### config.mk
export PLATFORM = sky130hd
export DESIGN_NAME = mba_queue
export DESIGN_NICKNAME = d
export VERILOG_FILES = /design/src/rtl/core/mba_pkg.sv /design/src/rtl/core/mba_queue.sv
export SDC_FILE = /design/constraint.sdc
export NUM_CORES = 1
export LEC_CHECK = 0
export ABC_AREA = 1
export BUFFER_PORTS_ARGS = -buffer_cell sky130_fd_sc_hd__buf_2
export CORE_ASPECT_RATIO = 1.4
export CORE_MARGIN = 4
export CORE_UTILIZATION = 47
export CTS_CLUSTER_DIAMETER = 80
export DETAILED_ROUTE_END_ITERATION = 10
export PLACE_DENSITY = 0.86
export SETUP_SLACK_MARGIN = 0.2
export SLEW_MARGIN = 20
export SYNTH_ARGS = -nofsm -noshare
export SYNTH_HDL_FRONTEND = slang
export SYNTH_SLANG_ARGS = --single-unit
### constraint.sdc
create_clock -name i_clk -period 4.97 [get_ports i_clk]
set_input_delay 0.7455 -clock i_clk [delete_from_list [all_inputs] [get_ports i_clk]]
set_output_delay 0.7455 -clock i_clk [all_outputs]
set_load 0.02 [all_outputs]
### src/rtl/core/mba_pkg.sv
// mba_pkg: shared types, constants and helpers for the mosaic block averager
// no dependencies
package mba_pkg;

    localparam int MAX_WIDTH  = 2048;
    localparam int MAX_HEIGHT = 2048;
    localparam int MAX_BLOCK  = 64;
    localparam int ADDR_W     = $clog2(MAX_WIDTH);
    localparam int POS_W      = $clog2(MAX_HEIGHT);
    localparam int OFS_W      = $clog2(MAX_BLOCK);
    localparam int SUM_W      = 20;
    localparam int AREA_W     = 13;
    localparam int QDEPTH     = 2;
    localparam int QAW        = 1;
    localparam int DIV_STEPS  = 11;
    localparam int STEP_W     = 4;

    localparam logic [SUM_W-1:0] SUM_MAX = {SUM_W{1'b1}};
    localparam logic [7:0]       AVG_MAX = 8'hff;

    localparam logic [1:0] REG_WIDTH  = 2'd0;
    localparam logic [1:0] REG_HEIGHT = 2'd1;
    localparam logic [1:0] REG_BLOCK  = 2'd2;

    typedef struct packed {
        logic [7:0] blue;
        logic [7:0] green;
        logic [7:0] red;
        logic       frame_start;
    } t_pixel;

    typedef struct packed {
        logic [7:0]  avg_blue;
        logic [7:0]  avg_green;
        logic [7:0]  avg_red;
        logic [10:0] block_col;
        logic [10:0] block_row;
    } t_result;

    typedef struct packed {
        logic [11:0] width;
        logic [11:0] height;
        logic [6:0]  bsize;
    } t_cfg;

    typedef struct packed {
        logic [2:0][SUM_W-1:0] sums;
        logic [ADDR_W-1:0]     col;
        logic [POS_W-1:0]      py;
    } t_job;

    function automatic logic [11:0] clamp_dim(input logic [11:0] v);
        logic [11:0] r;
        if (v == 12'd0) r = 12'd1;
        else if (v > 12'(MAX_WIDTH)) r = 12'(MAX_WIDTH);
        else r = v;
        return r;
    endfunction

    function automatic logic [6:0] clamp_block(input logic [6:0] v);
        logic [6:0] r;
        if (v == 7'd0) r = 7'd1;
        else if (v > 7'(MAX_BLOCK)) r = 7'(MAX_BLOCK);
        else r = v;
        return r;
    endfunction

    function automatic logic [SUM_W-1:0] sat_add(input logic [SUM_W-1:0] a,
                                                 input logic [7:0] b);
        logic [SUM_W:0] s;
        s = {1'b0, a} + {{(SUM_W-7){1'b0}}, b};
        return s[SUM_W] ? SUM_MAX : s[SUM_W-1:0];
    endfunction

endpackage

### src/rtl/core/mba_queue.sv
// mba_queue: short request queue between front and back
// depends on mba_pkg
module mba_queue import mba_pkg::*; (
    input  logic             i_clk,
    input  logic             i_rst_n,
    input  logic             i_push_valid,
    output logic             o_push_ready,
    input  t_job             i_push_data,
    output logic             o_pop_valid,
    input  logic             i_pop_ready,
    output t_job             o_pop_data,
    output logic [QAW:0]     o_level
);

    t_job             r_mem [QDEPTH];
    logic [QAW-1:0]   r_wp, r_rp;
    logic [QAW:0]     r_cnt;
    logic             push, pop;

    assign o_push_ready = (r_cnt != (QAW+1)'(QDEPTH));
    assign o_pop_valid  = (r_cnt != '0);
    assign push         = i_push_valid && o_push_ready;
    assign pop          = o_pop_valid && i_pop_ready;
    assign o_pop_data   = r_mem[r_rp];
    assign o_level      = r_cnt;

    always_ff @(posedge i_clk) begin
        if (push) r_mem[r_wp] <= i_push_data;
    end

    always_ff @(posedge i_clk) begin
        if (!i_rst_n) begin
            r_wp  <= '0;
            r_rp  <= '0;
            r_cnt <= '0;
        end else begin
            if (push) r_wp <= r_wp + 1'b1;
            if (pop)  r_rp <= r_rp + 1'b1;
            if (push && !pop) r_cnt <= r_cnt + 1'b1;
            else if (pop && !push) r_cnt <= r_cnt - 1'b1;
        end
    end

endmodule

# Word level (Yosys, flattened, before mapping)

Memories as Yosys holds them, arrays and structs flattened. A register that Yosys moved wholly into a read port is not among the register bits.
Index checks and enable logic that the tools add are counted.

Logic and storage cells: 23
Memories: 1
ROM bits: 0
Input port bits: 86
Output and inout port bits: 86
Register bits: 4
RAM bits: 164
Latch bits: 0

Reduce and logical (&&, ||, !) cells: 8
Eq/ne operators: 1
$mul: 0
Shift operators: 0
Mux-type cells: 6
Order comparisons: 0
Bitwise operators: 0
$add $sub $neg: 4
Divide/modulo/power cells: 0

Memories:

| name  | words | width | read ports | clocked after Yosys merged registers in | write ports | RTL line        | source |
|---|---|---|---|---|---|---|---|
| r_mem | 2     | 82    | 1          | 1                                       | 1           | mba_queue.sv:15 | `t_job r_mem [QDEPTH];` |

Operator list:

| operator                                                            | count |
|---|---|
| 1-bit logical AND                                                   | 4 |
| 1-bit 2-to-1 mux                                                    | 4 |
| 2-bit 2-to-1 mux                                                    | 2 |
| 2-bit nonzero test                                                  | 2 |
| 1-bit adder (second input constant)                                 | 2 |
| 2-bit by 1-bit adder with 2-bit output (second input constant)      | 1 |
| 1-bit zero test                                                     | 2 |
| 2-bit inequality test (second input constant)                       | 1 |
| 2-bit by 1-bit subtractor with 2-bit output (second input constant) | 1 |

# Depth between registers and ports, before layout

Depth in word-level cells: 6
Mapped depth: 11
Depth with buffers taken out: 11

# Least setup slack after synthesis

Ideal clock, no wire load.

Path type: register to register
From: reg r_cnt[0] (netlist: o_level[0])
To: mem r_mem[0][0] (netlist bit), enable pin
Library setup time: 0.523 ns
Arrival: 4.342 ns
Period minus slack after synthesis: 4.865 ns
Data required time: 4.447 ns
Path buffers: 0
Setup slack: 0.105 ns
Stages on the path, launching flop included: 5
Path through: dfxtp_1 inv_1 nand2_1 nand2_1 nor2_1

Word-level cells in the longest chain between the ends: 4

Ends and longest elaborated chain:

| element                                | RTL line        | source |
|---|---|---|
| from (decl)                            | mba_queue.sv:17 | `logic [QAW:0] r_cnt;` |
| from (signal assigned)                 | mba_queue.sv:39 | `if (push && !pop) r_cnt <= r_cnt + 1'b1;` |
| from (signal assigned)                 | mba_queue.sv:40 | `else if (pop && !push) r_cnt <= r_cnt - 1'b1;` |
| 2-bit inequality test                  | mba_queue.sv:20 | `assign o_push_ready = (r_cnt != (QAW+1)'(QDEPTH));` |
| via o_push_ready                       | mba_queue.sv:7  | `output logic o_push_ready,` |
| 1-bit logical AND                      | mba_queue.sv:22 | `assign push = i_push_valid && o_push_ready;` |
| 1-bit 2-to-1 mux                       | mba_queue.sv:28 | `if (push) r_mem[r_wp] <= i_push_data;` |
| 1-bit 2-to-1 mux (not written as such) | mba_queue.sv:28 |  |
| to (decl)                              | mba_queue.sv:15 |  |

The timed path passes the listed nets, and every way through them passes these cells.

==> flow_summary.yaml <==
synth:
  async_flop_share: 0
  ys_warn_count: 0
  synth_most_common_cell: "edfxtp_1"
  synth_top_area_share: 0.7507
  synth_edf_count: 164
  ys_top_cells_by_count: "164 x edfxtp_1, 80 x mux2_4, 9 x nand2_1"
  synthFlopType: "edfxtp_1"
  ys_types: 15
  syn_area_per_cell_um2: 22.47
  synth_nets: 379
  ys_seq_area_frac: 0.7660
  syn_inst: 292
  synth_area_leaders: "edfxtp_1 75%, mux2_4 18%, buf_12 2.4%"
  synth_area_um2: 6560
  ys_ff_latch: 169
  synth_area_leader_cell: "edfxtp_1"
timing:
  fin_crit_sh: 0.5833
  fin_skew_ns: 0.009904
  fmax_mhz: 344.9
  final.setup.tns_ns: 0
  finalHoldViolCount: 0
  setup_viol: 0
  rsz0062_at_grt: "no"
  maxSlewHeadroom: 0.3446
  whs_ns: 0.5246
  layout_min_cycle_time_ns: 2.899
  worstMarginPinSlew_ns: 0.9807
  drv_slew: 0
placement:
  io_buffers: 171
  hpwl_mm: 7.954
  place_area_um2: 7546
  gp_congestion: 0.7291
routing:
  drtIter0Drc: 116
  wl_per_cell_um: 16.69
  final_antenna_net_count: 0
  first_pass_iters: 4
  routed_wl_mm: 11.22
  drc: 0
  viasPerCell: 4.826
  vias: 3243
setup_path:
  crit_type: "flip-flop to primary output"
  startpoint_type: "flip-flop"
  slowest_stage: "dfxtp_4"
  arrival_ns: 2.15
  crit_fanout: 29
  cp-end-kind: "primary output"
  path_cells: "buf_4 -> mux2_4 -> buf_2"
  reg2reg_from: "o_level[0]$_SDFFE_PN0P_"
  crit_required_ns: 4.22
  critPathBufInv: 2
  max_stage_delay_ns: 0.65
  crit_family: "buffers and inverters"
final_layout:
  fin_nets: 564
  drive_gt1_frac: 0.5898
  syn_to_final_growth_pct: 23.42
  design_area_um2: 8097
  fill_cells: 1012
  num_antenna_cells: 0
floorplan:
  core-area_um2: 13510
  dieArea_um2: 15940
  initial_core_util: 0.4855
  io-pin-count: 172
  dieWidth_um: 107.9
  die_h_um: 147.8
  row_count: 50
cts:
  cts.sinks: 169
  postCtsResizedCells: 0
  hold_buffers: 0
  cts_buffer_depth: 2
  clkLatencyLatePin_ns: 0.40
  ctsRootBufferMaster: "clkbuf_16"
  clkTransAtPathRegs_ns: 0.06
  htreeDepth: 4
  cts_tree: "done"
  post_cts_buffers: 0
  cts_buffers: 17
global_routing:
  grt_first_pass_wirelength_mm: 17.39
  gr-usage-all-layers: 0.1431
  grt_pass1_vias: 3446
  grt_max_degree: 52
  overflow: 0
  antenna_found_initial: 5
pwr:
  leakagePower_uw: 0.003206
  total_power_uw: 4229
  peakVddDrop_uv: 361.5
  power.density_nw_per_um2: 522.3
min_path:
  hold_path.class: "flip-flop to flip-flop"
  worstHoldStart: "r_rp$_SDFFE_PN0P_"
flow_run:
  maxCapViolations: 0
run_status:
  status: "finished clean"
## layout make-up
class | instances | area [um^2] | area share
Timing Repair Buffer | 175 | 910.9 | 0.1125
Multi-Input combinational cell | 106 | 1349 | 0.1666
Clock inverter | 14 | 121.4 | 0.01499
Clock buffer | 18 | 429.2 | 0.05301
Tap cell | 182 | 227.7 | 0.02813
Inverter | 8 | 30.03 | 0.003709
Sequential cell | 169 | 5029 | 0.6211
## per-layer routing
| layer | global-route usage | wire length, um | up-vias |
|---|---|---|---|
| li1 | - | - | 1516 |
| met1 | 0.1591 | 4142 | 1576 |
| met2 | 0.2494 | 5934 | 118 |
| met3 | 0.05548 | 900 | 23 |
| met4 | 0.04801 | 186 | 10 |
| met5 | 0 | 56 | - |
## path summary, 6_finish.rpt
path	depth (start not counted)	slack, ns	endpoint
worst max-delay path	3	2.07	o_pop_data[76]
worst min-delay path	2	0.52	flip-flop
worst max register to register	5	2.72	r_mem[1][37]$_DFFE_PP_
worst min register to register	2	0.52	flip-flop
## per-stage QoR
stage | util | instances | worst slack [ns]
final | 0.5992 | 672 | 2.071
after global routing | 0.5992 | 672 | 1.972
after CTS | 0.5992 | 672 | 2.038
after detailed placement | 0.5584 | 640 | 2.449
after global placement | 0.5584 | 640 | 2.484
after floorplan | - | 292 | 0.1047
## where the power goes
part | total (uW) | internal, uW | switching, uW
registers | 1890 | 1800 | 85.1
logic | 1140 | 503 | 635
clock network | 1200 | 691 | 511
## worst register-to-register path: stages, from the launching register on
cell	delay [ns]
dfxtp_1	0.38
inv_1	0.11
nand2_1	0.09
nand2_1	0.16
nor2_4	0.78
buf_12	0.39
## logic make-up (layout without fill, tap and decap cells)
kind of cell / count (synthesis) / count (layout) / share of synthesized area
DFF: 169 / 169 / 0.7660
muxes: 82 / 82 / 0.1865
and+or+nand+nor: 19 / 19 / 0.01144
buffers and inverters: 17 / 215 / 0.03071
AOI/OAI and AO/OA: 4 / 4 / 0.003433
adders and majority gates: 1 / 1 / 0.001907
## cells in the final DEF (no fill, tap or decap), drive strengths merged
cell / n
clkinvlp: 4
clkbuf: 18
a21oi: 1
buf: 175
edfxtp: 164
nand2: 9
ha: 1
o21ai: 2
bufinv: 1
nand3: 1
dfxtp: 5
o21a: 1
clkinv: 5
nor2: 8
mux2: 82
inv: 12
nand4: 1
## flip-flops by register name (all words and copies together) (netlist names), named ones only
signal and count:
o_level 2, r_mem 164, r_rp 1, r_wp 1
Note: power is estimated with default switching activity, not from simulation.
