==> config.mk <==
export PLATFORM = sky130hd
export DESIGN_NAME = mba_back
export DESIGN_NICKNAME = d
export VERILOG_FILES = /design/src/rtl/core/mba_pkg.sv /design/src/rtl/core/mba_back.sv
export SDC_FILE = /design/constraint.sdc
export NUM_CORES = 1
export LEC_CHECK = 0
export ABC_CLOCK_PERIOD_IN_PS = 5110
export BUFFER_PORTS_ARGS = -buffer_cell sky130_fd_sc_hd__buf_2
export CAP_MARGIN = 0
export CORE_MARGIN = 1.5
export CORE_UTILIZATION = 52
export CTS_CLUSTER_DIAMETER = 50
export DETAILED_ROUTE_END_ITERATION = 10
export GPL_ROUTABILITY_DRIVEN = 0
export PLACE_DENSITY = 0.85
export SLEW_MARGIN = 5
export SYNTH_ARGS = -nofsm -noshare
export SYNTH_HDL_FRONTEND = slang
export SYNTH_SLANG_ARGS = --single-unit
==> constraint.sdc <==
create_clock -name i_clk -period 5.11 [get_ports i_clk]
set_input_delay 1.022 -clock i_clk [delete_from_list [all_inputs] [get_ports i_clk]]
set_output_delay 1.022 -clock i_clk [all_outputs]
set_load 0.05 [all_outputs]
==> src/rtl/core/mba_pkg.sv <==
// mba_pkg: shared types, constants and helpers for the mosaic block averager
// no dependencies
package mba_pkg;

    localparam int MAX_WIDTH  = 2048;
    localparam int MAX_HEIGHT = 2048;
    localparam int MAX_BLOCK  = 64;
    localparam int ADDR_W     = $clog2(MAX_WIDTH);
    localparam int POS_W      = $clog2(MAX_HEIGHT);
    localparam int OFS_W      = $clog2(MAX_BLOCK);
    localparam int SUM_W      = 20;
    localparam int AREA_W     = 13;
    localparam int QDEPTH     = 2;
    localparam int QAW        = 1;
    localparam int DIV_STEPS  = 11;
    localparam int STEP_W     = 4;

    localparam logic [SUM_W-1:0] SUM_MAX = {SUM_W{1'b1}};
    localparam logic [7:0]       AVG_MAX = 8'hff;

    localparam logic [1:0] REG_WIDTH  = 2'd0;
    localparam logic [1:0] REG_HEIGHT = 2'd1;
    localparam logic [1:0] REG_BLOCK  = 2'd2;

    typedef struct packed {
        logic [7:0] blue;
        logic [7:0] green;
        logic [7:0] red;
        logic       frame_start;
    } t_pixel;

    typedef struct packed {
        logic [7:0]  avg_blue;
        logic [7:0]  avg_green;
        logic [7:0]  avg_red;
        logic [10:0] block_col;
        logic [10:0] block_row;
    } t_result;

    typedef struct packed {
        logic [11:0] width;
        logic [11:0] height;
        logic [6:0]  bsize;
    } t_cfg;

    typedef struct packed {
        logic [2:0][SUM_W-1:0] sums;
        logic [ADDR_W-1:0]     col;
        logic [POS_W-1:0]      py;
    } t_job;

    function automatic logic [11:0] clamp_dim(input logic [11:0] v);
        logic [11:0] r;
        if (v == 12'd0) r = 12'd1;
        else if (v > 12'(MAX_WIDTH)) r = 12'(MAX_WIDTH);
        else r = v;
        return r;
    endfunction

    function automatic logic [6:0] clamp_block(input logic [6:0] v);
        logic [6:0] r;
        if (v == 7'd0) r = 7'd1;
        else if (v > 7'(MAX_BLOCK)) r = 7'(MAX_BLOCK);
        else r = v;
        return r;
    endfunction

    function automatic logic [SUM_W-1:0] sat_add(input logic [SUM_W-1:0] a,
                                                 input logic [7:0] b);
        logic [SUM_W:0] s;
        s = {1'b0, a} + {{(SUM_W-7){1'b0}}, b};
        return s[SUM_W] ? SUM_MAX : s[SUM_W-1:0];
    endfunction

endpackage

==> src/rtl/core/mba_back.sv <==
// mba_back: iterative divider for block averages and row index, output register
// depends on mba_pkg
module mba_back import mba_pkg::*; (
    input  logic    i_clk,
    input  logic    i_rst_n,
    input  t_cfg    i_cfg,
    input  logic    i_job_valid,
    output logic    o_job_ready,
    input  t_job    i_job,
    output logic    o_out_valid,
    input  logic    i_out_ready,
    output t_result o_out_data
);

    typedef enum logic [4:0] {
        B_IDLE = 5'b00001,
        B_AREA = 5'b00010,
        B_PREP = 5'b00100,
        B_DIV  = 5'b01000,
        B_DONE = 5'b10000
    } t_bstate;

    localparam int CDV_W = AREA_W + DIV_STEPS - 1;
    localparam int RDV_W = 7 + DIV_STEPS - 1;

    t_bstate r_state, n_state;

    t_job                r_job;
    logic [AREA_W-1:0]   r_area;
    logic [SUM_W-1:0]    r_rem [3];
    logic [DIV_STEPS-1:0] r_q [3];
    logic [2:0]          r_sat;
    logic [CDV_W-1:0]    r_cdvs;
    logic [POS_W-1:0]    r_rrem;
    logic [RDV_W-1:0]    r_rdvs;
    logic [DIV_STEPS-1:0] r_rq;
    logic [STEP_W-1:0]   r_step;
    logic                r_out_valid;
    t_result             r_out;
    logic                load_out;
    logic [7:0]          avg [3];

    assign o_job_ready = (r_state == B_IDLE);
    assign load_out    = (r_state == B_DONE) && (!r_out_valid || i_out_ready);

    always_comb begin
        n_state = r_state;
        unique case (r_state)
            B_IDLE: if (i_job_valid) n_state = B_AREA;
            B_AREA: n_state = B_PREP;
            B_PREP: n_state = B_DIV;
            B_DIV:  if (r_step == STEP_W'(DIV_STEPS - 1)) n_state = B_DONE;
            B_DONE: if (load_out) n_state = B_IDLE;
            default: n_state = B_IDLE;
        endcase
    end

    always_ff @(posedge i_clk) begin
        case (r_state)
            B_IDLE: if (i_job_valid) r_job <= i_job;
            B_AREA: r_area <= {{(AREA_W-7){1'b0}}, i_cfg.bsize}
                            * {{(AREA_W-7){1'b0}}, i_cfg.bsize};
            B_PREP: begin
                for (int c = 0; c < 3; c++) begin
                    r_rem[c] <= r_job.sums[c];
                    r_q[c]   <= '0;
                    r_sat[c] <= {1'b0, r_job.sums[c]} >= {r_area, 8'd0};
                end
                r_cdvs <= {r_area, {(DIV_STEPS-1){1'b0}}};
                r_rrem <= r_job.py;
                r_rdvs <= {i_cfg.bsize, {(DIV_STEPS-1){1'b0}}};
                r_rq   <= '0;
                r_step <= '0;
            end
            B_DIV: begin
                for (int c = 0; c < 3; c++) begin
                    if ({{(CDV_W-SUM_W){1'b0}}, r_rem[c]} >= r_cdvs) begin
                        r_rem[c] <= r_rem[c] - r_cdvs[SUM_W-1:0];
                        r_q[c]   <= {r_q[c][DIV_STEPS-2:0], 1'b1};
                    end else begin
                        r_q[c]   <= {r_q[c][DIV_STEPS-2:0], 1'b0};
                    end
                end
                if ({{(RDV_W-POS_W){1'b0}}, r_rrem} >= r_rdvs) begin
                    r_rrem <= r_rrem - r_rdvs[POS_W-1:0];
                    r_rq   <= {r_rq[DIV_STEPS-2:0], 1'b1};
                end else begin
                    r_rq   <= {r_rq[DIV_STEPS-2:0], 1'b0};
                end
                r_cdvs <= r_cdvs >> 1;
                r_rdvs <= r_rdvs >> 1;
                r_step <= r_step + 1'b1;
            end
            default: ;
        endcase
    end

    always_comb begin
        for (int c = 0; c < 3; c++) begin
            avg[c] = r_sat[c] ? AVG_MAX : r_q[c][7:0];
        end
    end

    always_ff @(posedge i_clk) begin
        if (load_out) begin
            r_out.avg_blue  <= avg[0];
            r_out.avg_green <= avg[1];
            r_out.avg_red   <= avg[2];
            r_out.block_col <= r_job.col;
            r_out.block_row <= r_rq;
        end
    end

    always_ff @(posedge i_clk) begin
        if (!i_rst_n) begin
            r_state     <= B_IDLE;
            r_out_valid <= 1'b0;
        end else begin
            r_state <= n_state;
            if (load_out) r_out_valid <= 1'b1;
            else if (i_out_ready) r_out_valid <= 1'b0;
        end
    end

    assign o_out_valid = r_out_valid;
    assign o_out_data  = r_out;

endmodule

# After elaboration in Yosys (flattened, before gate mapping)
# Memory sizes are Yosys's and may differ from the RTL's.
# Cells that the tools add are included.
# W data, S select, Z words.
[totals] in_bits=117 regBits=216 output_inout_bits=48 elab_cells=103 mem_count=2 ramBits=93
[mem_list] memory="r_rem" depth=3 width=20 rd=3 rd_clocked_by_memory_dff=0 write_ports=3 line_no="mba_back.sv:30" rtl="logic [SUM_W-1:0] r_rem [3];"
[mem_list] memory="r_q" depth=3 width=11 rd=3 rd_clocked_by_memory_dff=0 write_ports=3 line_no="mba_back.sv:31" rtl="logic [DIV_STEPS-1:0] r_q [3];"
[op_classes] bitwise_logic=9 addsub=5 eq_ne=10 order_cmp=7 multipliers=1 n_reduce_logical=8 n_mux=42
[op_table] op="$mux W11" count=7
[op_table] op="$ge A20 B23 Y1" count=3
[op_table] op="$ge A20 B21 Y1" count=3
[op_table] op="$mux W20" count=3
[op_table] op="$sub A20 B20 Y20" count=3
[op_table] op="$pmux W23 S2" count=1
[op_table] op="$pmux W11 S2" count=2
[op_table] op="$pmux W17 S2" count=1
[op_table] op="$pmux W5 S5" count=1
[op_table] op="$mux W1" count=23
[op_table] op="$ge A11 B17 Y1" count=1
[op_table] op="$mux W5" count=3
[op_table] op="$mul A7 B7 Y13" count=1
[op_table] op="$sub A11 B11 Y11" count=1
[op_table] op="$or A1 B1 Y1" count=9
[op_table] op="$ne A2 B2 Y1 const B" count=4
[op_table] op="$pmux W4 S2" count=1
[op_table] op="$eq A5 B1 Y1 const B" count=1
[op_table] op="$eq A5 B2 Y1 const B" count=1
[op_table] op="$eq A5 B3 Y1 const B" count=1
[op_table] op="$eq A5 B4 Y1 const B" count=1
[op_table] op="$eq A5 B5 Y1 const B" count=1
[op_table] op="$add A4 B1 Y4 const B" count=1
[op_table] op="$eq A4 B4 Y1 const B" count=1
[op_table] op="6 further kinds" count=8

# Longest topological paths before layout
# Gate-level depths: netlist (run 1).
[depth] ltp_word=6 depth_mapped=17 ltp_nobuf=16

# Worst setup path after synthesis (run 1)
# OpenSTA, ideal clock, no wires.
[synth_timing] kind="input-to-reg" start="input port i_cfg[0] (netlist name)" end="register r_area[12] (data pin)" setup_slack_ps=257 n_path_buf=1 required_ps=4850 cell_stages=15 t_arrival_ps=4594 setup_ps=260 path_cell_list="clkbuf_1 nand2_1 fa_1 fa_1 fa_1 inv_1 fa_1 ha_1 inv_1 o21bai_1 a21oi_1 o21ai_0 a21o_1 a21oi_1 xnor2_1"
[synth_between] elab_chain_cells=1
[synth_lines] item="start, declared" line_no="mba_back.sv:6" rtl="input t_cfg i_cfg,"
[synth_lines] item="$mul A7 B7 Y13" line_no="mba_back.sv:62" rtl="* {{(AREA_W-7){1'b0}}, i_cfg.bsize};"
[synth_lines] item="end signal, assigned" line_no="mba_back.sv:61" rtl="B_AREA: r_area <= {{(AREA_W-7){1'b0}}, i_cfg.bsize}"
[synth_lines] item="end, declared" line_no="mba_back.sv:29" rtl="logic [AREA_W-1:0] r_area;"
# Every way passes these cells.
# A chain may end at the register's enable or synchronous reset.

# Worst setup path in the final report (run 1)
[layout_timing] start="input port i_cfg[4] (netlist name)" end="register r_area[12] (data pin)"
# The elaborated chain is that of the path after synthesis.

==> results of run 1 <==
-- registers in the layout, summed over array words and instances (netlist names) --
name	flops
r_job	82
r_rem	60
o_out_data	46
r_q	24
r_cdvs	23
r_rdvs	17
r_area	12
r_rq	11
r_rrem	11
r_state	5
r_step	4
r_sat	3
o_out_valid	1
-- kinds of logic (layout without fill, tap and decap cells) --
group / Yosys count / after routing / synth area share (%)
AO/OA/AOI/OAI: 293 / 293 / 11.57
other: 0 / 1 / 0
buffers and inverters: 128 / 314 / 3.150
adder cells (fa/ha/maj): 148 / 148 / 12.43
AND/OR/NAND/NOR: 419 / 419 / 12.84
flip-flops: 299 / 299 / 55.52
XOR/XNOR: 63 / 63 / 3.439
multiplexers: 16 / 16 / 1.053
-- area by class of cell --
type	instances	area, um2	area share (%)
antenna	1	2.502	0.01357
clock buffer	47	1046	5.673
clock inverter	16	167.7	0.9093
inverter	97	364.1	1.975
multi-input combinational	939	6648	36.05
sequential	299	8909	48.32
tap	396	495.5	2.687
timing repair buffer	154	805.8	4.370
-- worst max-delay path by stage --
stage / start / end / slack [ps] / cells after the start
after floorplan: i_cfg[0] / r_area[12]$_DFFE_PP_ / 260 / 15
after global placement: i_cfg[4] / r_area[12]$_DFFE_PP_ / 150 / 17
after detailed placement: i_cfg[4] / r_area[12]$_DFFE_PP_ / 80 / 17
after CTS: i_cfg[4] / r_area[12]$_DFFE_PP_ / 600 / 17
after global routing: i_cfg[4] / r_area[12]$_DFFE_PP_ / 330 / 17
final: i_cfg[4] / r_area[12]$_DFFE_PP_ / 580 / 17
-- power by group through the flow --
| stage | clock network [W] | registers (W) | logic [W] |
|---|---|---|---|
| after floorplan | 0 | 0.00327 | 0.00104 |
| after global placement | 0 | 0.00331 | 0.00135 |
| after detailed placement | 0 | 0.00332 | 0.00141 |
| after CTS | 0.00259 | 0.00327 | 0.00143 |
| after global routing | 0.00268 | 0.00329 | 0.00160 |
| final | 0.00255 | 0.00327 | 0.00143 |
-- metal layers --
metal / track usage (%) / wire, um
met1: 27.78 / 14540
met3: 3.541 / 2232
met4: 10.38 / 1426
met2: 37.18 / 16970
met5: 0 / 0
-- cells in the mapped netlist (3+ instances only) --
| master | number | area, um2 |
|---|---|---|
| o21ai_0 | 91 | 455.4 |
| a21o_1 | 32 | 240.2 |
| nand2_1 | 138 | 518.0 |
| nand3_1 | 17 | 85.08 |
| a2111oi_0 | 3 | 26.28 |
| inv_1 | 97 | 364.1 |
| o21ai_1 | 14 | 70.07 |
| and4_1 | 4 | 35.03 |
| nor2_1 | 84 | 315.3 |
| o21bai_1 | 3 | 22.52 |
| nor2b_1 | 17 | 106.4 |
| and3_1 | 8 | 50.05 |
| edfxtp_1 | 292 | 8768 |
| xor2_1 | 28 | 245.2 |
| mux2i_1 | 9 | 90.09 |
| o211ai_1 | 6 | 45.04 |
| buf_4 | 4 | 30.03 |
| o21a_1 | 17 | 127.6 |
| nor4b_1 | 4 | 35.03 |
| a21boi_0 | 9 | 67.56 |
| dfxtp_1 | 7 | 140.1 |
| a21oi_1 | 60 | 300.3 |
| xnor2_1 | 35 | 306.5 |
| or3_1 | 5 | 31.28 |
| clkbuf_1 | 24 | 90.09 |
| and2_1 | 50 | 312.8 |
| nand2b_1 | 13 | 81.33 |
| a31oi_1 | 9 | 56.30 |
| nand4_1 | 14 | 87.58 |
| fa_1 | 19 | 380.4 |
| nor4_1 | 10 | 62.56 |
| nor3_1 | 18 | 90.09 |
| o31ai_1 | 10 | 75.07 |
| or2_2 | 30 | 187.7 |
| a211oi_1 | 7 | 52.55 |
| ha_1 | 129 | 1614 |
| nand3b_1 | 3 | 22.52 |
| mux2_1 | 7 | 78.83 |
| a211o_1 | 5 | 43.79 |
-- critical path, delay by kind of cell --
kind	cells	cell delay [ps]
xor+xnor	1	80
simple gates	1	170
buf+inv	5	390
compound gates	5	830
fa+ha+maj	5	2290
-- stage by stage --
stage	worst slack, ps	cell area [um2]	power, W	util [%]	hold slack (ps)
2_1_floorplan	256.6	16050	0.004311	-	400.3
3_3_place_gp	146.6	17220	0.004654	56.45	400.7
3_5_place_dp	83.00	17220	0.004731	56.45	405.4
4_1_cts	602.0	18440	0.007291	60.42	419.8
5_1_grt	327.1	18440	0.007578	60.43	428.9
6_report	578.1	18440	0.007261	60.43	419.1
==> out/qor.json, run 1 <==
{
  "filler_cell_count": {"value": 2343},
  "ioPinCount": {"value": 165},
  "first_global_vias": {"value": 10790},
  "grt_use_total": {"value": 22.03, "unit": "%"},
  "avgRoutedWirePerCell": {"value": 18.04, "unit": "um"},
  "max_cap_viol_count": {"value": 0},
  "layout_cells_sized_above_1": {"value": 16.17, "unit": "%"},
  "critPathArrivalTime": {"value": 4790, "unit": "ps"},
  "clock_path_buffers": {"value": 3},
  "synthesis.yosys.warnings": {"value": 0},
  "post_cts_buffers": {"value": 0},
  "setup.worst_path.class": {"value": "input port to register"},
  "type_of_element_capturing_the_critical_path": {"value": "register"},
  "via_per_inst": {"value": 5.685},
  "chipWidth": {"value": 178.7, "unit": "um"},
  "power.share.combinational": {"value": 19.7, "unit": "%"},
  "synth.avg_cell_area": {"value": 11.75, "unit": "um2"},
  "cts_resized": {"value": 0},
  "ys_seq_elements": {"value": 299},
  "clkSlewWorstSetupHoldPaths": {"value": 60, "unit": "ps"},
  "finalWorstPathRequiredPeriod": {"value": 4532, "unit": "ps"},
  "area.growth.synth_to_final": {"value": 14.91, "unit": "%"},
  "cts.htree.levels": {"value": 2},
  "postRouteAntennaNets": {"value": 0},
  "p_seq_share": {"value": 45.1, "unit": "%"},
  "status": {"value": "completed"},
  "rsz_0062_raised_after_global_routing": {"value": "false"},
  "cell_internal_pwr": {"value": 0.005223, "unit": "W"},
  "die_height": {"value": 178.7, "unit": "um"},
  "cts_root_buffer": {"value": "clkbuf_16"},
  "synth_cell_type_count": {"value": 64},
  "start_util": {"value": 52.59, "unit": "%"},
  "startpoint_type": {"value": "input port"},
  "holdBufCountCts": {"value": 0},
  "timing.final.hold_violations": {"value": 0},
  "hold_path.startpoint": {"value": "r_job[14]$_DFFE_PP_"},
  "antenna_found_initial": {"value": 1},
  "num_vias": {"value": 11080},
  "fmax": {"value": 220.7, "unit": "MHz"},
  "regToRegStartpoint": {"value": "r_cdvs[8]$_SDFFCE_PP0N_"},
  "path_max_fanout": {"value": 7},
  "layout_commonest_cell": {"value": "edfxtp_1"},
  "firstDrtPassIters": {"value": 7},
  "fin_tns_setup": {"value": 0, "unit": "ps"},
  "die-area": {"value": 31920, "unit": "um2"},
  "dominantRegCellSynth": {"value": "edfxtp_1"},
  "detail_route.iter0.violations": {"value": 854},
  "design.core.area": {"value": 30510, "unit": "um2"},
  "grt_pass1_wl": {"value": 54550, "unit": "um"},
  "row_count": {"value": 64},
  "tightestPinTransition": {"value": 884.8, "unit": "ps"},
  "layout.nets": {"value": 1791},
  "gate_count_post_synth": {"value": 1366},
  "clk_pwr_share": {"value": 35.2, "unit": "%"},
  "power.ir.vdd_worst": {"value": 0.2016, "unit": "mV"},
  "layout.cells.most_common_list": {"value": "edfxtp_1 (292), buf_2 (140), nand2_1 (138)"},
  "clock_buffers_created_by_tritoncts": {"value": 35},
  "finalWirelength": {"value": 35170, "unit": "um"},
  "worst-r2r-setup-slack": {"value": 1280, "unit": "ps"},
  "net_switching_share_of_the_total_power": {"value": 28.06, "unit": "%"},
  "synth.yosys.seq_area_share": {"value": 55.52, "unit": "%"},
  "maxSlewViolCount": {"value": 0},
  "power-per-cell-area": {"value": 393.8, "unit": "nW/um2"},
  "drc": {"value": 0},
  "slew_headroom": {"value": 40.95, "unit": "%"},
  "gr-total-overflow": {"value": 0},
  "timing.final.crit_share": {"value": 88.69, "unit": "%"},
  "synth.net_count": {"value": 1631},
  "worst_hold_path.endpoint": {"value": "o_out_data[14]$_DFFE_PP_"},
  "critical-path-max-stage-delay": {"value": 510, "unit": "ps"},
  "numClockSinks": {"value": 299},
  "power.net_switching": {"value": 0.002037, "unit": "W"},
  "hold_path_depth": {"value": 0},
  "tritoncts_clock_tree": {"value": "done"},
  "numPlacedInstances": {"value": 1885},
  "timing.final.setup_violations": {"value": 0},
  "post_synth_instance_area": {"value": 16050, "unit": "um2"},
  "dpl_wire_length": {"value": 25370, "unit": "um"},
  "leakage": {"value": 7.629, "unit": "nW"},
  "worstPathCellList": {"value": "buf_2 > inv_1 > nor2_1 > inv_1 > fa_1 > fa_1 > fa_1 > inv_1 > fa_1 > ha_1 > inv_1 > o21bai_1 > a21oi_1 > o21ai_0 > a21o_1 > a21oi_1 > xnor2_1"},
  "final_cell_count_no_fill": {"value": 1949},
  "r2r_cells": {"value": 11},
  "synth_async_sr_flop_share": {"value": 0, "unit": "%"},
  "timing.rr.end": {"value": "r_rem[0][37]$_DFFE_PP_"},
  "count_of_flip_flops_with_a_built_in_enable_after_synthesis": {"value": 292},
  "io_buffer_count": {"value": 140},
  "cp_slowest_cell": {"value": "fa_1"},
  "finalClockSkew": {"value": 16.50, "unit": "ps"},
  "min-delay-path-class": {"value": "register to register"},
  "grt_start_max_net_pins": {"value": 63},
  "worst_skew_pair.late_latency": {"value": 520, "unit": "ps"},
  "worst-endpoint-required": {"value": 5370, "unit": "ps"}
}
(Power assumes the default switching activity.)
==> run 2, diff against run 1 <==
--- a/config.mk
+++ b/config.mk
@@ -8,12 +8,13 @@
 export ABC_CLOCK_PERIOD_IN_PS = 5110
 export BUFFER_PORTS_ARGS = -buffer_cell sky130_fd_sc_hd__buf_2
 export CAP_MARGIN = 0
+export CELL_PAD_IN_SITES_DETAIL_PLACEMENT = 0
+export CELL_PAD_IN_SITES_GLOBAL_PLACEMENT = 1
 export CORE_MARGIN = 1.5
-export CORE_UTILIZATION = 52
+export CORE_UTILIZATION = 43
 export CTS_CLUSTER_DIAMETER = 50
 export DETAILED_ROUTE_END_ITERATION = 10
-export GPL_ROUTABILITY_DRIVEN = 0
-export PLACE_DENSITY = 0.85
+export PLACE_DENSITY = 0.84
 export SLEW_MARGIN = 5
 export SYNTH_ARGS = -nofsm -noshare
 export SYNTH_HDL_FRONTEND = slang
==> out/qor.json, run 2 (synthesis results as in run 1) <==
{
  "drc": {"value": 0, "change": "unchanged"},
  "worst-r2r-setup-slack": {"value": 1340, "unit": "ps", "change": "+60 ps"},
  "avgRoutedWirePerCell": {"value": 17.87, "unit": "um", "change": "-0.99%"},
  "chipWidth": {"value": 196.2, "unit": "um", "change": "+9.8%"},
  "postRouteAntennaNets": {"value": 0, "change": "unchanged"},
  "numClockSinks": {"value": 299, "change": "unchanged"},
  "whs": {"value": 410.8, "unit": "ps", "change": "-8.321 ps"},
  "finalWorstPathRequiredPeriod": {"value": 4498, "unit": "ps", "change": "-34.21 ps"},
  "setup.worst_path.class": {"value": "input port to register"},
  "gp_congestion": {"value": 0.8626},
  "cts_root_buffer": {"value": "clkbuf_16"},
  "critPathArrivalTime": {"value": 4800, "unit": "ps", "change": "about the same"},
  "layout.cells.most_common_list": {"value": "edfxtp_1 (292), buf_2 (140), nand2_1 (138)"},
  "layout_commonest_cell": {"value": "edfxtp_1"},
  "num_antenna_cells": {"value": 0, "change": "-1"},
  "leakage": {"value": 7.688, "unit": "nW", "change": "+0.77%"},
  "min-delay-path-class": {"value": "register to register"},
  "layout.nets": {"value": 1799, "change": "+0.45%"},
  "maxSlewViolCount": {"value": 0, "change": "unchanged"},
  "type_of_element_capturing_the_critical_path": {"value": "register"},
  "grt_start_max_net_pins": {"value": 84, "change": "+33%"},
  "finalWirelength": {"value": 36300, "unit": "um", "change": "+3.2%"},
  "cp_slowest_cell": {"value": "fa_1"},
  "first_global_vias": {"value": 10640, "change": "-1.4%"},
  "final_util": {"value": 50.80, "unit": "%", "change": "-9.6 points"},
  "finalClockSkew": {"value": 16.81, "unit": "ps", "change": "+0.3051 ps"},
  "start_util": {"value": 43.72, "unit": "%", "change": "-8.9 points"},
  "cts_resized": {"value": 0, "change": "unchanged"},
  "power-per-cell-area": {"value": 398.1, "unit": "nW/um2", "change": "+1.1%"},
  "io_buffer_count": {"value": 140, "change": "unchanged"},
  "num_vias": {"value": 10840, "change": "-2.1%"},
  "clock_path_buffers": {"value": 3, "change": "unchanged"},
  "worst_skew_pair.late_latency": {"value": 560, "unit": "ps", "change": "+40 ps"},
  "startpoint_type": {"value": "input port"},
  "row_count": {"value": 70, "change": "+9.4%"},
  "clkSlewWorstSetupHoldPaths": {"value": 60, "unit": "ps", "change": "about the same"},
  "status": {"value": "completed"},
  "report.power.total": {"value": 0.007422, "unit": "W", "change": "+2.2%"},
  "post_cts_buffers": {"value": 0, "change": "unchanged"},
  "max_cap_viol_count": {"value": 0, "change": "unchanged"},
  "holdBufCountCts": {"value": 0, "change": "unchanged"},
  "grt_use_total": {"value": 18.88, "unit": "%", "change": "-3.1 points"},
  "fmax": {"value": 222.3, "unit": "MHz", "change": "+0.76%"},
  "largest_register_ffs": {"value": 82, "change": "unchanged"},
  "layout_cells_sized_above_1": {"value": 16.69, "unit": "%", "change": "+0.52 points"},
  "tritoncts_clock_tree": {"value": "done"},
  "path_max_fanout": {"value": 7, "change": "unchanged"},
  "worstPathCellList": {"value": "buf_2 > inv_1 > nor2_1 > inv_1 > fa_1 > fa_1 > fa_1 > inv_1 > fa_1 > ha_1 > inv_1 > o21bai_1 > a21oi_1 > o21ai_0 > a21o_1 > a21oi_1 > xnor2_1"},
  "grt_pass1_wl": {"value": 56560, "unit": "um", "change": "+3.7%"},
  "gr-total-overflow": {"value": 0, "change": "unchanged"},
  "dpl_wire_length": {"value": 26260, "unit": "um", "change": "+3.5%"},
  "critical-path-max-stage-delay": {"value": 520, "unit": "ps", "change": "about the same"},
  "die-area": {"value": 38480, "unit": "um2", "change": "+21%"},
  "timing.final.hold_violations": {"value": 0, "change": "unchanged"},
  "antenna_found_initial": {"value": 0, "change": "-1"},
  "worst_slack": {"value": 612.3, "unit": "ps", "change": "+34.21 ps"},
  "ioPinCount": {"value": 165, "change": "unchanged"},
  "timing.final.crit_share": {"value": 88.02, "unit": "%", "change": "-0.67 points"},
  "design.core.area": {"value": 36700, "unit": "um2", "change": "+20%"},
  "pre_cts_setup_slack": {"value": 66.81, "unit": "ps", "change": "-16.19 ps"},
  "worst-endpoint-required": {"value": 5410, "unit": "ps", "change": "+40 ps"},
  "power.ir.vdd_worst": {"value": 0.2674, "unit": "mV", "change": "+33%"},
  "largest-register": {"value": "r_job"},
  "firstDrtPassIters": {"value": 5, "change": "-2"},
  "via_per_inst": {"value": 5.336, "change": "-6.1%"},
  "rsz_0062_raised_after_global_routing": {"value": "false"},
  "slew_headroom": {"value": 37.72, "unit": "%", "change": "-3.2 points"},
  "tightestPinTransition": {"value": 933.1, "unit": "ps", "change": "+48.31 ps"},
  "cts.htree.levels": {"value": 2, "change": "unchanged"},
  "area.growth.synth_to_final": {"value": 16.20, "unit": "%"},
  "fin_tns_setup": {"value": 0, "unit": "ps", "change": "unchanged"},
  "detail_route.iter0.violations": {"value": 681, "change": "-20%"},
  "die_height": {"value": 196.2, "unit": "um", "change": "+9.8%"},
  "clock_buffers_created_by_tritoncts": {"value": 41, "change": "+17%"},
  "timing.final.setup_violations": {"value": 0, "change": "unchanged"}
}
## run 2: through the flow
step	instance area, um2	std cells
3_3_place_gp	17340	1959
4_1_cts	18640	2032
6_report	18640	2032
5_1_grt	18640	2032
3_5_place_dp	17340	1959
2_1_floorplan	16050	1366
## run 2: area by class of cell
| cell class | instances | area, um2 |
|---|---|---|
| Multi-Input combinational cell | 939 | 6648 |
| Fill cell | 3221 | 18050 |
| Clock inverter | 23 | 225.2 |
| Clock buffer | 50 | 1080 |
| Inverter | 97 | 364.1 |
| Tap cell | 468 | 585.6 |
| Timing Repair Buffer | 156 | 833.3 |
| Sequential cell | 299 | 8909 |
## run 2: critical path, delay by kind of cell
family	cells	cell delay [ps]
AO/OA/AOI/OAI	5	820
XOR/XNOR	1	90
AND/OR/NAND/NOR	1	160
buffers and inverters	5	390
adder cells (fa/ha/maj)	5	2320
## run 2: path summary, 6_finish.rpt
| kind | to | startpoint | cells past startpoint |
|---|---|---|---|
| max | r_area[12]$_DFFE_PP_ | i_cfg[4] | 17 |
| min | o_out_data[20]$_DFFE_PP_ | r_job[20]$_DFFE_PP_ | 0 |
| max reg2reg | r_rem[0][15]$_DFFE_PP_ | r_cdvs[8]$_SDFFCE_PP0N_ | 10 |
| min reg2reg | o_out_data[20]$_DFFE_PP_ | r_job[20]$_DFFE_PP_ | 0 |
## run 2: power by group
part | internal [W] | switching, W
logic | 0.000549 | 0.000884
clock network | 0.00159 | 0.00113
registers | 0.00312 | 0.000146
## run 2: metal layers
metal | up-vias | GRT usage (%) | wire (um)
met5 | - | 0 | 0
li1 | 5321 | - | -
met4 | 0 | 6.125 | 895
met3 | 53 | 3.369 | 1978
met1 | 5228 | 24.83 | 16130
met2 | 241 | 31.69 | 17300
==> run 3, diff against run 2 <==
--- a/config.mk
+++ b/config.mk
@@ -5,16 +5,16 @@
 export SDC_FILE = /design/constraint.sdc
 export NUM_CORES = 1
 export LEC_CHECK = 0
-export ABC_CLOCK_PERIOD_IN_PS = 5110
+export ABC_CLOCK_PERIOD_IN_PS = 5000
 export BUFFER_PORTS_ARGS = -buffer_cell sky130_fd_sc_hd__buf_2
 export CAP_MARGIN = 0
 export CELL_PAD_IN_SITES_DETAIL_PLACEMENT = 0
-export CELL_PAD_IN_SITES_GLOBAL_PLACEMENT = 1
+export CELL_PAD_IN_SITES_GLOBAL_PLACEMENT = 2
 export CORE_MARGIN = 1.5
-export CORE_UTILIZATION = 43
+export CORE_UTILIZATION = 40
 export CTS_CLUSTER_DIAMETER = 50
 export DETAILED_ROUTE_END_ITERATION = 10
-export PLACE_DENSITY = 0.84
+export PLACE_DENSITY = 0.88
 export SLEW_MARGIN = 5
 export SYNTH_ARGS = -nofsm -noshare
 export SYNTH_HDL_FRONTEND = slang
==> constraint.sdc (replaced) <==
create_clock -name i_clk -period 5 [get_ports i_clk]
set_input_delay 1 -clock i_clk [delete_from_list [all_inputs] [get_ports i_clk]]
set_output_delay 1 -clock i_clk [all_outputs]
set_load 0.05 [all_outputs]
==> out/qor.json, run 3 (synthesis results as in run 1) <==
{
  "avgRoutedWirePerCell": {"value": 17.73, "unit": "um", "change": "-0.76%"},
  "largest_register_ffs": {"value": 82, "change": "unchanged"},
  "power.share.combinational": {"value": 18.6, "unit": "%", "change": "-0.7 points"},
  "power-per-cell-area": {"value": 415.9, "unit": "nW/um2", "change": "+4.5%"},
  "postRouteAntennaNets": {"value": 0, "change": "unchanged"},
  "net_switching_share_of_the_total_power": {"value": 28.14, "unit": "%", "change": "-0.91 points"},
  "detail_route.iter0.violations": {"value": 557, "change": "-18%"},
  "firstDrtPassIters": {"value": 4, "change": "-1"},
  "drc": {"value": 0, "change": "unchanged"},
  "p_seq_share": {"value": 42.7, "unit": "%", "change": "-1.4 points"},
  "grt_use_total": {"value": 18.18, "unit": "%", "change": "-0.70 points"},
  "holdBufCountCts": {"value": 0, "change": "unchanged"},
  "leakage": {"value": 7.750, "unit": "nW", "change": "+0.80%"},
  "clkSlewWorstSetupHoldPaths": {"value": 50, "unit": "ps", "change": "about the same"},
  "worst_skew_pair.late_latency": {"value": 570, "unit": "ps", "change": "about the same"},
  "rsz_0062_raised_after_global_routing": {"value": "false"},
  "grt_pass1_wl": {"value": 58020, "unit": "um", "change": "+2.6%"},
  "finalWorstPathRequiredPeriod": {"value": 4361, "unit": "ps"},
  "final_cell_count_no_fill": {"value": 2089, "change": "+2.8%"},
  "die-area": {"value": 41320, "unit": "um2", "change": "+7.4%"},
  "timing.final.hold_violations": {"value": 0, "change": "unchanged"},
  "chipWidth": {"value": 203.3, "unit": "um", "change": "+3.6%"},
  "dpl_wire_length": {"value": 26900, "unit": "um", "change": "+2.4%"},
  "io_buffer_count": {"value": 140, "change": "unchanged"},
  "grt_start_max_net_pins": {"value": 71, "change": "-15%"},
  "layout_commonest_cell": {"value": "edfxtp_1"},
  "type_of_element_capturing_the_critical_path": {"value": "register"},
  "status": {"value": "completed"},
  "row_count": {"value": 73, "change": "+4.3%"},
  "area.growth.synth_to_final": {"value": 17.41, "unit": "%"},
  "maxSlewViolCount": {"value": 0, "change": "unchanged"},
  "min-delay-path-class": {"value": "register to register"},
  "slew_headroom": {"value": 35.22, "unit": "%", "change": "-2.5 points"},
  "timing.final.crit_share": {"value": 87.21, "unit": "%"},
  "tritoncts_clock_tree": {"value": "done"},
  "via_per_inst": {"value": 5.129, "change": "-3.9%"},
  "post_cts_buffers": {"value": 0, "change": "unchanged"},
  "gp_congestion": {"value": 0.8609, "change": "-0.20%"},
  "worst-endpoint-required": {"value": 5290, "unit": "ps", "change": "-120 ps"},
  "num_vias": {"value": 10720, "change": "-1.2%"},
  "tightestPinTransition": {"value": 970.7, "unit": "ps", "change": "+37.56 ps"},
  "cell_internal_pwr": {"value": 0.005630, "unit": "W", "change": "+6.9%"},
  "num_antenna_cells": {"value": 0, "change": "unchanged"},
  "ioPinCount": {"value": 165, "change": "unchanged"},
  "critPathArrivalTime": {"value": 4650, "unit": "ps", "change": "-150 ps"},
  "clock_path_buffers": {"value": 3, "change": "unchanged"},
  "fmax": {"value": 229.3, "unit": "MHz"},
  "numClockSinks": {"value": 299, "change": "unchanged"},
  "cts.htree.levels": {"value": 2, "change": "unchanged"},
  "clock_buffers_created_by_tritoncts": {"value": 41, "change": "unchanged"},
  "largest-register": {"value": "r_job"},
  "startpoint_type": {"value": "input port"},
  "first_global_vias": {"value": 10610, "change": "-0.23%"},
  "finalClockSkew": {"value": 27.32, "unit": "ps", "change": "+10.51 ps"},
  "numPlacedInstances": {"value": 2017, "change": "+3.0%"},
  "start_util": {"value": 40.48, "unit": "%", "change": "-3.2 points"},
  "path_max_fanout": {"value": 3, "change": "-4"},
  "filler_cell_count": {"value": 3671, "change": "+14%"},
  "design.core.area": {"value": 39640, "unit": "um2", "change": "+8.0%"},
  "timing.final.setup_violations": {"value": 0, "change": "unchanged"},
  "power.net_switching": {"value": 0.002204, "unit": "W", "change": "+2.3%"},
  "fin_tns_setup": {"value": 0, "unit": "ps", "change": "unchanged"},
  "gr-total-overflow": {"value": 0, "change": "unchanged"},
  "layout_cells_sized_above_1": {"value": 16.88, "unit": "%", "change": "+0.19 points"},
  "max_cap_viol_count": {"value": 0, "change": "unchanged"},
  "cts_root_buffer": {"value": "clkbuf_16"},
  "layout.nets": {"value": 1800, "change": "+0.056%"},
  "die_height": {"value": 203.3, "unit": "um", "change": "+3.6%"},
  "layout.cells.most_common_list": {"value": "edfxtp_1 (292), buf_2 (140), nand2_1 (138)"},
  "cts_resized": {"value": 0, "change": "unchanged"},
  "setup.worst_path.class": {"value": "input port to register"},
  "antenna_found_initial": {"value": 0, "change": "unchanged"},
  "clk_pwr_share": {"value": 38.7, "unit": "%", "change": "+2.1 points"},
  "power.ir.vdd_worst": {"value": 0.2454, "unit": "mV", "change": "-8.2%"},
  "final_util": {"value": 47.52, "unit": "%", "change": "-3.3 points"},
  "finalWirelength": {"value": 37040, "unit": "um", "change": "+2.0%"},
  "report.power.total": {"value": 0.007835, "unit": "W", "change": "+5.6%"}
}
-- run 3: changes by cell type in the layout (fill, tap and decap cells not counted), sizes merged --
| cell | delta |
|---|---|
| clkbuf | -8 |
| bufinv | +6 |
| clkinv | +6 |
| inv | -4 |
| buf | +1 |
| clkinvlp | -1 |
-- run 3: metal layers --
metal	vias up	GRT usage (%)	wire [um]
met2	190	30.02	17470
met3	64	3.068	1549
met4	0	6.111	1004
met1	5142	24.27	17020
li1	5319	-	-
met5	-	0	0
-- run 3: layout make-up --
class | instances | area [um2] | share of cell area (%)
Sequential cell | 299 | 8909 | 47.29
Clock buffer | 42 | 1030 | 5.466
Inverter | 97 | 364.1 | 1.933
Tap cell | 525 | 656.9 | 3.487
Timing Repair Buffer | 157 | 840.8 | 4.463
Multi-Input combinational cell | 939 | 6648 | 35.29
Clock inverter | 30 | 390.4 | 2.072
-- run 3: worst max-delay path, cell delays in order --
cell      delay (ps)
buf_2             80
inv_1             50
nor2_1           170
inv_1             80
fa_1             460
fa_1             510
fa_1             510
inv_1             50
fa_1             450
ha_1             350
inv_1             70
o21bai_1          70
a21oi_1          200
o21ai_0          160
a21o_1           200
a21oi_1          170
xnor2_1           80
-- run 3: through the flow --
stage	cell area, um2	setup WS, ps	hold WS, ps
after floorplan	16050	168.6	400.3
after global placement	17420	78.37	400.6
after detailed placement	17420	63.92	404.5
after CTS	18840	634.3	418.0
after global routing	18840	413.8	422.1
final	18840	639.4	416.8
-- run 3: path summary, 6_finish.rpt --
kind         slack [ps]                  endpoint  cells past startpoint                    start
min                 420  o_out_data[21]$_DFFE_PP_                      0      r_job[21]$_DFFE_PP_
max                 640      r_area[12]$_DFFE_PP_                     17                 i_cfg[2]
min reg2reg         420  o_out_data[21]$_DFFE_PP_                      0      r_job[21]$_DFFE_PP_
max reg2reg        1150    r_rem[0][27]$_DFFE_PP_                     10  r_cdvs[8]$_SDFFCE_PP0N_
-- run 3: power groups by stage --
| stage | Clock [W] | Sequential [W] | Combinational [W] |
|---|---|---|---|
| 5_1_grt | 0.00320 | 0.00337 | 0.00166 |
| 2_1_floorplan | 0 | 0.00334 | 0.00106 |
| 4_1_cts | 0.00310 | 0.00335 | 0.00148 |
| 6_report | 0.00303 | 0.00334 | 0.00146 |
| 3_5_place_dp | 0 | 0.00339 | 0.00147 |
| 3_3_place_gp | 0 | 0.00339 | 0.00144 |
